`src/sv/fgn_pkg.sv`:
```
package fgn_pkg;

  localparam int MAX_OCTAVES_DEF     = 8;
  localparam int COORD_FRAC_BITS_DEF = 16;

  localparam int CFG_IDX_W  = 3;
  localparam int CFG_DATA_W = 32;
  localparam logic [CFG_IDX_W-1:0] REG_SEED         = 3'd0;
  localparam logic [CFG_IDX_W-1:0] REG_THREE_DIM    = 3'd1;
  localparam logic [CFG_IDX_W-1:0] REG_OCTAVE_COUNT = 3'd2;
  localparam logic [CFG_IDX_W-1:0] REG_PERSISTENCE  = 3'd3;
  localparam logic [CFG_IDX_W-1:0] REG_LACUNARITY   = 3'd4;

  localparam logic [31:0] SEED_RST        = 32'd0;
  localparam logic [3:0]  OCTAVE_CNT_RST  = 4'd1;
  localparam logic [15:0] PERSISTENCE_RST = 16'd32768;
  localparam logic [15:0] LACUNARITY_RST  = 16'd8192;

  localparam int OCT_CNT_W = 5;

  localparam int NOISE_W = 20;
  localparam int DIFF_W  = NOISE_W + 1;
  localparam int FADE_W  = 17;
  localparam int OFF_W   = 17;
  localparam int AMP_W   = 17;
  localparam int PROD_W  = NOISE_W + AMP_W + 1;
  localparam int LP_W    = DIFF_W + FADE_W + 1;
  localparam int QUOT_W  = 20;

  localparam logic [31:0]      FREQ_ONE = 32'd4096;
  localparam logic [AMP_W-1:0] AMP_ONE  = 17'd65536;

  localparam logic [31:0] HASH_MX  = 32'd374761393;
  localparam logic [31:0] HASH_MY  = 32'd668265263;
  localparam logic [31:0] HASH_MZ  = 32'd137561653;
  localparam logic [31:0] HASH_MIX = 32'd1274126177;
  localparam int          HASH_SHIFT = 13;
  localparam logic [31:0] HASH_M [3] = '{HASH_MX, HASH_MY, HASH_MZ};

  localparam logic signed [15:0] Q114_MAX = 16'sh7fff;
  localparam logic signed [15:0] Q114_MIN = 16'sh8000;

  // only the low four hash bits pick a gradient
  function automatic logic [3:0] mix4(input logic [31:0] h);
    logic [31:0] g;
    g = h ^ (h >> HASH_SHIFT);
    return 4'(g[3:0] * HASH_MIX[3:0]);
  endfunction

  function automatic logic signed [NOISE_W-1:0] grad(
    input logic [3:0] h,
    input logic is3,
    input logic signed [OFF_W-1:0] x,
    input logic signed [OFF_W-1:0] y,
    input logic signed [OFF_W-1:0] z
  );
    logic signed [NOISE_W-1:0] u;
    logic signed [NOISE_W-1:0] v;
    if (is3) begin
      u = (h < 4'd8) ? NOISE_W'(x) : NOISE_W'(y);
      if (h < 4'd4) begin
        v = NOISE_W'(y);
      end else if (h == 4'd12 || h == 4'd14) begin
        v = NOISE_W'(x);
      end else begin
        v = NOISE_W'(z);
      end
    end else begin
      u = h[1] ? NOISE_W'(y) : NOISE_W'(x);
      v = h[1] ? NOISE_W'(x) : NOISE_W'(y);
    end
    return (h[0] ? -u : u) + (h[1] ? -v : v);
  endfunction

  function automatic logic signed [NOISE_W-1:0] lerp(
    input logic [FADE_W-1:0] w,
    input logic signed [NOISE_W-1:0] a,
    input logic signed [NOISE_W-1:0] b
  );
    logic signed [DIFF_W-1:0] d;
    logic signed [LP_W-1:0]   p;
    d = DIFF_W'(b) - DIFF_W'(a);
    p = d * $signed({1'b0, w});
    return a + NOISE_W'(p >>> 16);
  endfunction

endpackage

```
`src/sv/fgn_div_cell.sv`:
```
module fgn_div_cell #(
  parameter int REM_W  = 41,
  parameter int QUOT_W = fgn_pkg::QUOT_W
) (
  input  logic              clk,
  input  logic              rst,
  input  logic              adv,
  input  logic              in_valid,
  input  logic              in_neg,
  input  logic [REM_W-1:0]  in_rem,
  input  logic [REM_W-1:0]  in_dsh,
  input  logic [QUOT_W-1:0] in_quot,
  output logic              out_valid,
  output logic              out_neg,
  output logic [REM_W-1:0]  out_rem,
  output logic [REM_W-1:0]  out_dsh,
  output logic [QUOT_W-1:0] out_quot
);

  logic ge;
  assign ge = in_rem >= in_dsh;

  always_ff @(posedge clk) begin
    if (rst) begin
      out_valid <= 1'b0;
    end else if (adv) begin
      out_valid <= in_valid;
    end
  end

  always_ff @(posedge clk) begin
    if (adv) begin
      out_neg  <= in_neg;
      out_rem  <= ge ? in_rem - in_dsh : in_rem;
      out_dsh  <= in_dsh >> 1;
      out_quot <= {in_quot[QUOT_W-2:0], ge};
    end
  end

endmodule

```
`config.mk`:
```
export PLATFORM = sky130hd
export DESIGN_NAME = fgn_div_cell
export DESIGN_NICKNAME = d
export VERILOG_FILES = /design/src/sv/fgn_pkg.sv /design/src/sv/fgn_div_cell.sv
export SDC_FILE = /design/constraint.sdc
export NUM_CORES = 1
export LEC_CHECK = 0
export ABC_CLOCK_PERIOD_IN_PS = 9000
export BUFFER_PORTS_ARGS = -buffer_cell sky130_fd_sc_hd__buf_2
export CORE_ASPECT_RATIO = 1.25
export CORE_UTILIZATION = 30
export DETAILED_ROUTE_END_ITERATION = 16
export PLACE_DENSITY = 0.49
export SLEW_MARGIN = 20
export SYNTH_ARGS = -nofsm -noshare
export SYNTH_HDL_FRONTEND = slang
export SYNTH_SLANG_ARGS = --single-unit
```
`constraint.sdc`:
```
create_clock -name clk -period 9 [get_ports clk]
set_clock_uncertainty 0.15 [all_clocks]
set_input_delay 1.8 -clock clk [delete_from_list [all_inputs] [get_ports clk]]
set_output_delay 1.8 -clock clk [all_outputs]
set_load 0.02 [all_outputs]
```
Yosys cells after proc, flatten, opt, wreduce, memory -nomap -nowiden
Cells that the tools add are included.
{ "totals": {"ram_bits": 0, "elab_cells": 8, "romBits": 0, "register_bits": 103, "latch_bits": 0, "memories": 0} }
{ "classes": {"magnitude_cmp": 1, "n_reduce_logical": 0, "eq_ne": 0, "addsub": 1, "n_mul": 0, "n_mux": 1, "div_mod_pow": 0, "bitwise_logic": 0, "n_shift": 0} }
{ "ops": {"columns": ["op", "n"], "rows": [
  [">= comparator 41 bit", 1],
  ["2-to-1 mux 41 bit", 1],
  ["subtractor 41 bit", 1]
]} }

Logic depth before layout (Yosys ltp)
Gate-level depths: netlist (run 1).
{ "depth": {"ltp_word": 2, "depth_mapped": 13, "mapped_depth_nobuf": 13} }

Least setup slack after synthesis (run 1)
Ideal clock, no wire load.
{ "synth_path": {"kind": "input to register", "from": "input port in_rem[0]", "to": "register out_rem[26], data pin", "path_slack_ns": 4.400, "setup_ns": 0.260, "stages": 13, "t_arrival_ns": 4.190, "path_buffers": 0, "cell_sequence": "inv_1 ha_1 fa_1 nor2b_1 o2111ai_1 a31oi_1 o21ai_2 o31ai_2 a21boi_1 o21ai_1 a221oi_1 xnor2_1 mux2_4"} }
{ "synth_via": {"elab_chain_cells": 2} }
{ "synth_lines": {"columns": ["item", "line", "text"], "rows": [
  ["start, declared", "fgn_div_cell.sv:10", "input logic [REM_W-1:0] in_rem,"],
  ["subtractor 41 bit / >= comparator 41 bit (equally long branches)", "fgn_div_cell.sv:34, fgn_div_cell.sv:21", null],
  ["2-to-1 mux 41 bit *", "fgn_div_cell.sv:34", "out_rem <= ge ? in_rem - in_dsh : in_rem;"],
  ["end signal, assigned", "fgn_div_cell.sv:34", null],
  ["end, declared", "fgn_div_cell.sv:15", "output logic [REM_W-1:0] out_rem,"]
]} }
Mark *: on every way between the ends. The rest lies on a longest branch, timed or not.
A chain may end at the register's enable or synchronous reset.

Worst setup path after layout (run 1)
{ "layout_path": {"from": "input port in_dsh[9]", "to": "register out_rem[22], data pin"} }
{ "layout_via": {"elab_chain_cells": 2} }
{ "layout_lines": {"columns": ["item", "line", "text"], "rows": [
  ["start, declared", "fgn_div_cell.sv:11", "input logic [REM_W-1:0] in_dsh,"],
  ["subtractor 41 bit / >= comparator 41 bit (equally long branches)", "fgn_div_cell.sv:34, fgn_div_cell.sv:21", null],
  ["2-to-1 mux 41 bit *", "fgn_div_cell.sv:34", null]
]} }
Marked as above.

==> results of run 1 <==
## worst paths after layout
| check | from | end | slack [ns] |
|---|---|---|---|
| worst max register to register | out_valid$_SDFFE_PP0P_ | out_valid$_SDFFE_PP0P_ | 8.27 |
| worst min register to register | out_valid$_SDFFE_PP0P_ | out_valid$_SDFFE_PP0P_ | 0.34 |
| worst max-delay path | in_dsh[9] | out_rem[22]$_DFFE_PP_ | 3.33 |
| worst min-delay path | out_valid$_SDFFE_PP0P_ | out_valid$_SDFFE_PP0P_ | 0.34 |
## registers in the layout (all words and copies together), names as in the netlist
| signal | flops |
|---|---|
| out_valid | 1 |
| out_dsh | 40 |
| out_quot | 20 |
| out_neg | 1 |
| out_rem | 41 |
## cells by family after synthesis
group | synth area share, %
other cells | 0.0613
mux | 9.94
xor+xnor | 5.01
compound gates | 14.1
simple gates | 7.16
fa+ha+maj | 8.71
flops | 50.4
buf+inv | 4.66
## layout make-up
cell class / instances / share of cell area, %
clock buffers: 9 / 2.92
well taps: 270 / 4.37
multi-input cells: 336 / 35.6
inverters: 55 / 2.67
repair buffers: 210 / 13.7
clock inverters: 7 / 0.810
flip-flops and latches: 103 / 39.9
## cell usage in the layout, fill, tap and decap left out, types with 2 or more instances in the layout
cell / n
a31o_2: 2
a21oi_2: 4
ha_1: 41
inv_1: 55
and3_1: 7
a211oi_1: 4
nor2_1: 17
a211o_1: 2
nand2_1: 25
a21o_1: 19
nor2b_1: 6
o21a_1: 5
inv_8: 2
or3_1: 3
o21ai_1: 7
o21bai_1: 5
nand4_1: 3
mux2i_1: 6
nor3_1: 2
nand3_1: 12
and2_1: 3
mux2_2: 2
buf_2: 207
buf_4: 3
clkinv_4: 3
xnor2_1: 24
edfxtp_1: 102
a31oi_1: 6
clkbuf_16: 9
o21ai_0: 14
a21oi_1: 37
nand2b_1: 5
mux2_4: 35
o211ai_1: 4
xor2_1: 11
## Yosys cell counts (2+ instances only)
cell / instances / share of area, %
a211o_1: 2 / 0.29
a211oi_1: 4 / 0.49
a21o_1: 19 / 2.3
a21oi_1: 37 / 3.0
a21oi_2: 4 / 0.57
a31o_2: 2 / 0.29
a31oi_1: 6 / 0.61
and2_1: 3 / 0.31
and3_1: 7 / 0.72
buf_2: 3 / 0.25
buf_6: 4 / 0.74
clkbuf_1: 2 / 0.12
edfxtp_1: 102 / 50
ha_1: 41 / 8.4
inv_1: 55 / 3.4
mux2_2: 2 / 0.37
mux2_4: 35 / 8.6
mux2i_1: 6 / 0.98
nand2_1: 25 / 1.5
nand2b_1: 5 / 0.51
nand3_1: 12 / 0.98
nand4_1: 3 / 0.31
nor2_1: 17 / 1.0
nor2b_1: 6 / 0.61
nor3_1: 2 / 0.16
o211ai_1: 4 / 0.49
o21a_1: 5 / 0.61
o21ai_0: 14 / 1.1
o21ai_1: 7 / 0.57
o21bai_1: 5 / 0.61
or3_1: 3 / 0.31
xnor2_1: 24 / 3.4
xor2_1: 11 / 1.6
## critical path: stages
cell      delay (ns)
buf_2           0.09
inv_1           0.04
ha_1            0.35
nand3_1         0.12
nor3_1          0.46
inv_1           0.13
o211ai_1        0.31
nand2_1         0.15
a211o_1         0.30
nand3_1         0.14
a211oi_2        0.10
o21bai_4        0.74
buf_4           0.53
mux2_4          0.34
## metrics by stage
stage	area, um2	setup slack [ns]	power, W
6_report	7720	3.33	0.00138
5_1_grt	7720	2.92	0.00145
4_1_cts	7720	3.12	0.00140
3_5_place_dp	7440	2.74	0.00101
3_3_place_gp	7440	2.76	0.00100
2_1_floorplan	6120	4.40	0.000885
## routing by layer
| metal | GRT usage (%) | share of wire [%] |
|---|---|---|
| met4 | 5.23 | 1.7 |
| met1 | 16.7 | 42 |
| met5 | 0 | 0 |
| met2 | 24.6 | 51 |
| met3 | 2.64 | 4.7 |
## power groups by stage
stage	logic (W)	clock network, W	registers [W]
finish	0.000391	0.000386	0.000598
global route	0.000429	0.000415	0.000603
CTS	0.000397	0.000400	0.000599
detailed placement	0.000396	0	0.000609
global placement	0.000393	0	0.000609
floorplan	0.000208	0	0.000677
==> flow_metrics.tcl, run 1 <==
set metrics [dict create \
    outcome "finished, final reports clean" \
    cts_buffer_depth 2 \
    syn-num-nets 654 \
    ff2ff_path_depth 2 \
    cts.repair.resized 0 \
    p_comb_share_pct 28.4 \
    vias 4569 \
    fin_crit_sh_pct 63.0 \
    leakage_nw 3.54 \
    hold_depth 2 \
    dr.pass1.iters 4 \
    drt_iter0_drc 169 \
    area_growth_pct 26.2 \
    cp.required_ns 8.96 \
    synth_ff_type "edfxtp_1" \
    worstMarginPinSlew_ns 0.899 \
    drive_gt1_share_pct 38.2 \
    syn_inst 505 \
    wl_um 14400 \
    routedWlPerCell_um 14.6 \
    grt_pass1_wl_um 22400 \
    synth_area_um2 6120 \
    slew_viol_final 0 \
    cts-root-buf "clkbuf_16" \
    hold_ws_ns 0.344 \
    fin_setup_tns_ns 0 \
    dieArea_um2 21000 \
    fmax_ghz 0.176 \
    start_util_pct 30.6 \
    ant_nets 0 \
    fp.coreArea_um2 20000 \
    cts_hold_buffers 0 \
    postLayoutCoreUtil_pct 38.6 \
    p_sw_share_pct 30.9 \
    cts_max_level 3 \
    place.port_buffers 208 \
    die_height_um 162 \
    ios 211 \
    fillers 2046 \
    cp-end-kind "register" \
    ff_latch_area_um2 3080 \
    antenna_cells 0 \
    multi_input_area_um2 2750 \
    synth_cell_types 61 \
    ys_ff_latch 103 \
    pwr_density_cell_nw_per_um2 178 \
    track_usage_pct 14.0 \
    fin_cells 990 \
    hpwlAfterDp_um 11400 \
    relSlewSlack_pct 39.9 \
    numCtsBuffers 9 \
    setup_viol 0 \
    min_period_ns 5.67 \
    maxCapViolCount 0 \
    cts_tree "yes" \
    worstPathArrival_ns 5.63 \
    final_nets 864 \
    postSynthAreaPerCell_um2 12.1 \
    ys_seq_area_share_pct 50.4 \
    grt_max_degree 60 \
    worstPathMaxFanout 22 \
    remaining_drc_errors 0 \
    rsz0062_at_grt "no" \
    p_clk_share_pct 28.1 \
    peakVddDrop_v 0.0000840 \
    antenna_found_initial 0 \
    gr-total-overflow 0 \
    ys_warn_count 0 \
    clk_latency_ns 0.36 \
    pwr-share-seq_pct 43.5 \
    cts.clk_slew.worst_paths_ns 0.08 \
    finalHoldViolations 0 \
    p_switching_w 0.000425 \
    path_class "input port to register" \
    vias_per_cell 4.62 \
    postCtsSetupRepairBufs 0 \
    synth_edf_count 102 \
    cts_sinks 103 \
    gp_congestion 0.789 \
    hold_path_class "register to register" \
    crit_path_start_kind "input port" \
    placed_cells 974 \
    p_int_w 0.000951 \
    row_count 58 \
    synthArstFlopShare_pct 0 \
    grt_pass1_vias 4548 \
    die_x_um 130 \
]
(Power assumes the default switching activity.)
==> inputs of run 2 (changes only) <==
--- a/config.mk
+++ b/config.mk
@@ -5,7 +5,7 @@
 export SDC_FILE = /design/constraint.sdc
 export NUM_CORES = 1
 export LEC_CHECK = 0
-export ABC_CLOCK_PERIOD_IN_PS = 9000
+export ABC_CLOCK_PERIOD_IN_PS = 5700
 export BUFFER_PORTS_ARGS = -buffer_cell sky130_fd_sc_hd__buf_2
 export CORE_ASPECT_RATIO = 1.25
 export CORE_UTILIZATION = 30
==> constraint.sdc (replaced) <==
create_clock -name clk -period 5.7 [get_ports clk]
set_clock_uncertainty 0.15 [all_clocks]
set_input_delay 1.14 -clock clk [delete_from_list [all_inputs] [get_ports clk]]
set_output_delay 1.14 -clock clk [all_outputs]
set_load 0.02 [all_outputs]
==> flow_metrics.tcl, run 2 (synthesized netlist as in run 1, its figures left out) <==
set metrics [dict create \
    outcome "finished, final reports clean" \
    peakVddDrop_v 0.000122 \
    cts_buffer_depth 2 \
    clk_latency_ns 0.35 \
    r2r-end "out_valid$_SDFFE_PP0P_" \
    fp.coreArea_um2 20000 \
    ios 211 \
    area_growth_pct 26.4 \
    hpwlAfterDp_um 11400 \
    gp_congestion 0.787 \
    postCtsSetupRepairBufs 0 \
    hold_depth 2 \
    row_count 58 \
    drt_iter0_drc 170 \
    final_nets 865 \
    antenna_found_initial 0 \
    dr.pass1.iters 5 \
    reg2reg_slack_ns 4.97 \
    track_usage_pct 14.0 \
    cts_hold_buffers 0 \
    hold_path_class "register to register" \
    cts_sinks 103 \
    worstPathMaxFanout 20 \
    largest_register_ffs 41 \
    grt_max_degree 55 \
    critPathLaunch "in_dsh[9]" \
    fin_setup_tns_ns 0 \
    cp.required_ns 5.65 \
    cts-root-buf "clkbuf_16" \
    routedWlPerCell_um 14.5 \
    pwr_density_cell_nw_per_um2 280 \
    antenna_cells 0 \
    min_period_ns 4.27 \
    worstPathArrival_ns 4.22 \
    die_height_um 162 \
    p_total_w 0.00217 \
    drive_gt1_share_pct 38.3 \
    largest-register "out_rem" \
    vias_per_cell 4.60 \
    place.port_buffers 208 \
    cts.clk_slew.worst_paths_ns 0.07 \
    crit_path_start_kind "input port" \
    dieArea_um2 21000 \
    ff2ff_path_depth 2 \
    start_util_pct 30.6 \
    crit_path_end "out_rem[2]$_DFFE_PP_" \
    setup_viol 0 \
    numCtsBuffers 9 \
    cts_tree "yes" \
    relSlewSlack_pct 53.9 \
    leakage_nw 3.55 \
    rr_startpoint "out_valid$_SDFFE_PP0P_" \
    grt_pass1_wl_um 22400 \
    final_common_cell "buf_2" \
    wl_um 14400 \
    cts.repair.resized 0 \
    fin_cells 991 \
    fmax_ghz 0.234 \
    worstMarginPinSlew_ns 0.691 \
    rsz0062_at_grt "no" \
    final_cell_mix "buf_2, edfxtp_1, inv_1" \
    ff_latch_area_um2 3080 \
    path_class "input port to register" \
    slew_viol_final 0 \
    placed_cells 975 \
    grt_pass1_vias 4549 \
    multi_input_area_um2 2750 \
    vias 4557 \
    cts_max_level 3 \
    fin_crit_sh_pct 74.9 \
    top_regs "out_rem: 41 flops, out_dsh: 40 flops, out_quot: 20 flops" \
    maxCapViolCount 0 \
    ant_nets 0 \
    finalHoldViolations 0 \
    die_x_um 130 \
    remaining_drc_errors 0 \
    fillers 2050 \
    gr-total-overflow 0 \
    cp-end-kind "register" \
]
## run 2: worst min path at each step
stage	startpoint	end	slack (ns)
floorplan	out_valid$_SDFFE_PP0P_	out_valid$_SDFFE_PP0P_	0.43
global placement	out_valid$_SDFFE_PP0P_	out_valid$_SDFFE_PP0P_	0.32
detailed placement	out_valid$_SDFFE_PP0P_	out_valid$_SDFFE_PP0P_	0.33
CTS	out_valid$_SDFFE_PP0P_	out_valid$_SDFFE_PP0P_	0.35
global route	out_valid$_SDFFE_PP0P_	out_valid$_SDFFE_PP0P_	0.38
finish	out_valid$_SDFFE_PP0P_	out_valid$_SDFFE_PP0P_	0.34
## run 2: area by class of cell
cell class,instances,area share [%]
multi-input combinational,336,35.6
clock inverter,7,0.809
clock buffer,9,2.91
sequential,103,39.9
timing repair buffer,211,13.8
inverter,55,2.67
tap,270,4.37
## run 2: critical path, stage by stage
cell	delay (ns)
buf_2	0.09
inv_1	0.04
ha_1	0.35
nand3_1	0.12
nor3_1	0.44
inv_1	0.11
o211ai_1	0.32
nand2_1	0.15
a211o_1	0.30
nand3_1	0.14
a211oi_2	0.10
o21bai_4	0.15
buf_4	0.37
mux2_2	0.38
## run 2: routing by layer
metal	wire length [um]	part of all wire, %	GRT usage [%]
met4	183	1.3	4.65
met3	583	4.1	2.70
met2	7440	52	25.1
met5	0	0	0
met1	6150	43	16.4
## run 2: stage by stage
step	worst slack [ns]	area [um2]	utilization (%)	hold WS [ns]
global placement	0.880	7440	37.2	0.317
global route	1.02	7730	38.6	0.383
floorplan	1.76	6120	-	0.429
finish	1.43	7730	38.6	0.339
CTS	1.22	7730	38.6	0.351
detailed placement	0.848	7440	37.2	0.333
## run 2: power by group
group	switching, W	leakage [nW]	internal, W
clock	0.000299	0.144	0.000306
sequential	0.0000173	1.01	0.000927
combinational	0.000350	2.40	0.000268
total	0.000666	3.55	0.00150
==> inputs of run 3 (changes only) <==
--- a/config.mk
+++ b/config.mk
@@ -5,12 +5,12 @@
 export SDC_FILE = /design/constraint.sdc
 export NUM_CORES = 1
 export LEC_CHECK = 0
-export ABC_CLOCK_PERIOD_IN_PS = 5700
+export ABC_CLOCK_PERIOD_IN_PS = 3900
 export BUFFER_PORTS_ARGS = -buffer_cell sky130_fd_sc_hd__buf_2
 export CORE_ASPECT_RATIO = 1.25
 export CORE_UTILIZATION = 30
 export DETAILED_ROUTE_END_ITERATION = 16
-export PLACE_DENSITY = 0.49
+export PLACE_DENSITY = 0.51
 export SLEW_MARGIN = 20
 export SYNTH_ARGS = -nofsm -noshare
 export SYNTH_HDL_FRONTEND = slang
==> constraint.sdc (replaced) <==
create_clock -name clk -period 3.9 [get_ports clk]
set_clock_uncertainty 0.15 [all_clocks]
set_input_delay 0.78 -clock clk [delete_from_list [all_inputs] [get_ports clk]]
set_output_delay 0.78 -clock clk [all_outputs]
set_load 0.02 [all_outputs]
==> flow_metrics.tcl, run 3 (synthesized netlist as in run 1, its figures left out) <==
set metrics [dict create \
    hold_path_startpoint "out_valid$_SDFFE_PP0P_" \
    leakage_nw 3.71 \
    ios 211 \
    die_height_um 162 \
    dieArea_um2 21000 \
    fillers 2036 \
    finalHoldViolations 0 \
    ant_nets 0 \
    met3_length_um 607 \
    cts.repair.resized 0 \
    cts.clk_slew.worst_paths_ns 0.08 \
    antenna_found_initial 1 \
    vias 4657 \
    gr-total-overflow 0 \
    hold_path_class "register to register" \
    maxCapViolCount 0 \
    die_x_um 130 \
    drt-met1-wl_um 6310 \
    track_usage_pct 14.4 \
    routedWlPerCell_um 14.6 \
    grt_pass1_wl_um 23400 \
    relSlewSlack_pct 45.6 \
    slew_viol_final 0 \
    hold_depth 2 \
    path_class "input port to register" \
    dr.max_layer_used "met4" \
    cts_max_level 3 \
    worstMarginPinSlew_ns 0.816 \
    rsz0062_at_grt "no" \
    clk_latency_ns 0.35 \
    final_cell_mix "buf_2, edfxtp_1, inv_1" \
    dpl-instance-area_um2 7710 \
    cts-root-buf "clkbuf_16" \
    setup_viol 0 \
    place.port_buffers 208 \
    fmax_ghz 0.274 \
    ff2ff_path_depth 2 \
    cts_hold_buffers 0 \
    fin_crit_sh_pct 93.4 \
    area_growth_pct 30.9 \
    hpwlAfterDp_um 11900 \
    cts_sinks 103 \
    cp-end-kind "register" \
    crit_path_start_kind "input port" \
    peakVddDrop_v 0.000191 \
    cp.required_ns 3.86 \
    reg2reg_slack_ns 3.17 \
    vias_per_cell 4.55 \
    min_period_ns 3.64 \
    largest_register_ffs 41 \
    row_count 58 \
    fp.coreArea_um2 20000 \
    dr.pass1.iters 4 \
    cts_tree "yes" \
    start_util_pct 30.6 \
    r2r-end "out_valid$_SDFFE_PP0P_" \
    worstPathMaxFanout 5 \
    drive_gt1_share_pct 41.0 \
    final_nets 896 \
    routed-wl-met2_um 7830 \
    top_regs "out_rem: 41 flops, out_dsh: 40 flops, out_quot: 20 flops" \
    pwr_density_cell_nw_per_um2 404 \
    p_total_w 0.00324 \
    worstPathArrival_ns 3.60 \
    largest-register "out_rem" \
    grt_pass1_vias 4838 \
    postCtsSetupRepairBufs 0 \
    rr_startpoint "out_valid$_SDFFE_PP0P_" \
    final_area_um2 8010 \
    fin_setup_tns_ns 0 \
    wl_um 15000 \
    outcome "finished, final reports clean" \
    gp_congestion 0.777 \
    numCtsBuffers 9 \
    drt_iter0_drc 146 \
    cts_buffer_depth 2 \
    grt_max_degree 63 \
    final_common_cell "buf_2" \
    remaining_drc_errors 0 \
    whs_endpoint "out_valid$_SDFFE_PP0P_" \
]
[run 3: cell types whose count changed in the layout (fill, tap and decap cells not counted), sizes merged]
| cell | delta |
|---|---|
| clkinv | -2 |
| inv | +1 |
| diode | +1 |
| clkinvlp | +1 |
| buf | +31 |
[run 3: worst max-delay path, stage by stage]
cell       delay (ns)
buf_2            0.08
inv_1            0.05
ha_1             0.22
fa_1             0.39
nor2b_1          0.18
o2111ai_1        0.18
a31oi_1          0.31
o21ai_2          0.11
o31ai_2          0.18
buf_4            0.18
a21oi_2          0.11
o21ai_1          0.33
o311ai_0         0.20
mux2_2           0.30
[run 3: layout make-up]
type	instances	area, um2	share of cell area, %
diodes	1	2.50	0.0312
well taps	270	338	4.22
multi-input cells	336	2760	34.4
inverters	55	206	2.58
repair buffers	242	1340	16.7
clock buffers	9	225	2.81
clock inverters	7	61.3	0.766
flip-flops and latches	103	3080	38.5
[run 3: per-layer routing]
metal	up-vias	global-route usage (%)
li1	2344	-
met1	2192	16.6
met2	108	26.4
met3	13	2.80
met4	0	4.49
met5	-	0
[run 3: metrics by stage]
step,worst slack (ns),hold slack [ns],utilization [%],instances
floorplan,0.320,0.429,-,505
global placement,-0.139,0.317,38.5,1006
detailed placement,-0.204,0.335,38.5,1006
CTS,0.172,0.356,39.9,1022
global route,0.0751,0.408,40.0,1023
finish,0.256,0.345,40.0,1023
[run 3: worst max path at each step]
stage                   start  depth (start not counted)                     to
floorplan           in_rem[0]                         13  out_rem[26]$_DFFE_PP_
global placement    in_dsh[9]                         14  out_rem[14]$_DFFE_PP_
detailed placement  in_dsh[9]                         14  out_rem[14]$_DFFE_PP_
CTS                 in_dsh[9]                         14  out_rem[21]$_DFFE_PP_
global route        in_rem[0]                         14  out_rem[40]$_DFFE_PP_
finish              in_rem[0]                         14  out_rem[40]$_DFFE_PP_
[run 3: power breakdown]
part	switching [W]	leakage (nW)	internal [W]
clock network	0.000448	0.140	0.000447
logic	0.000524	2.56	0.000435
registers	0.0000258	1.01	0.00136
total	0.000998	3.71	0.00224
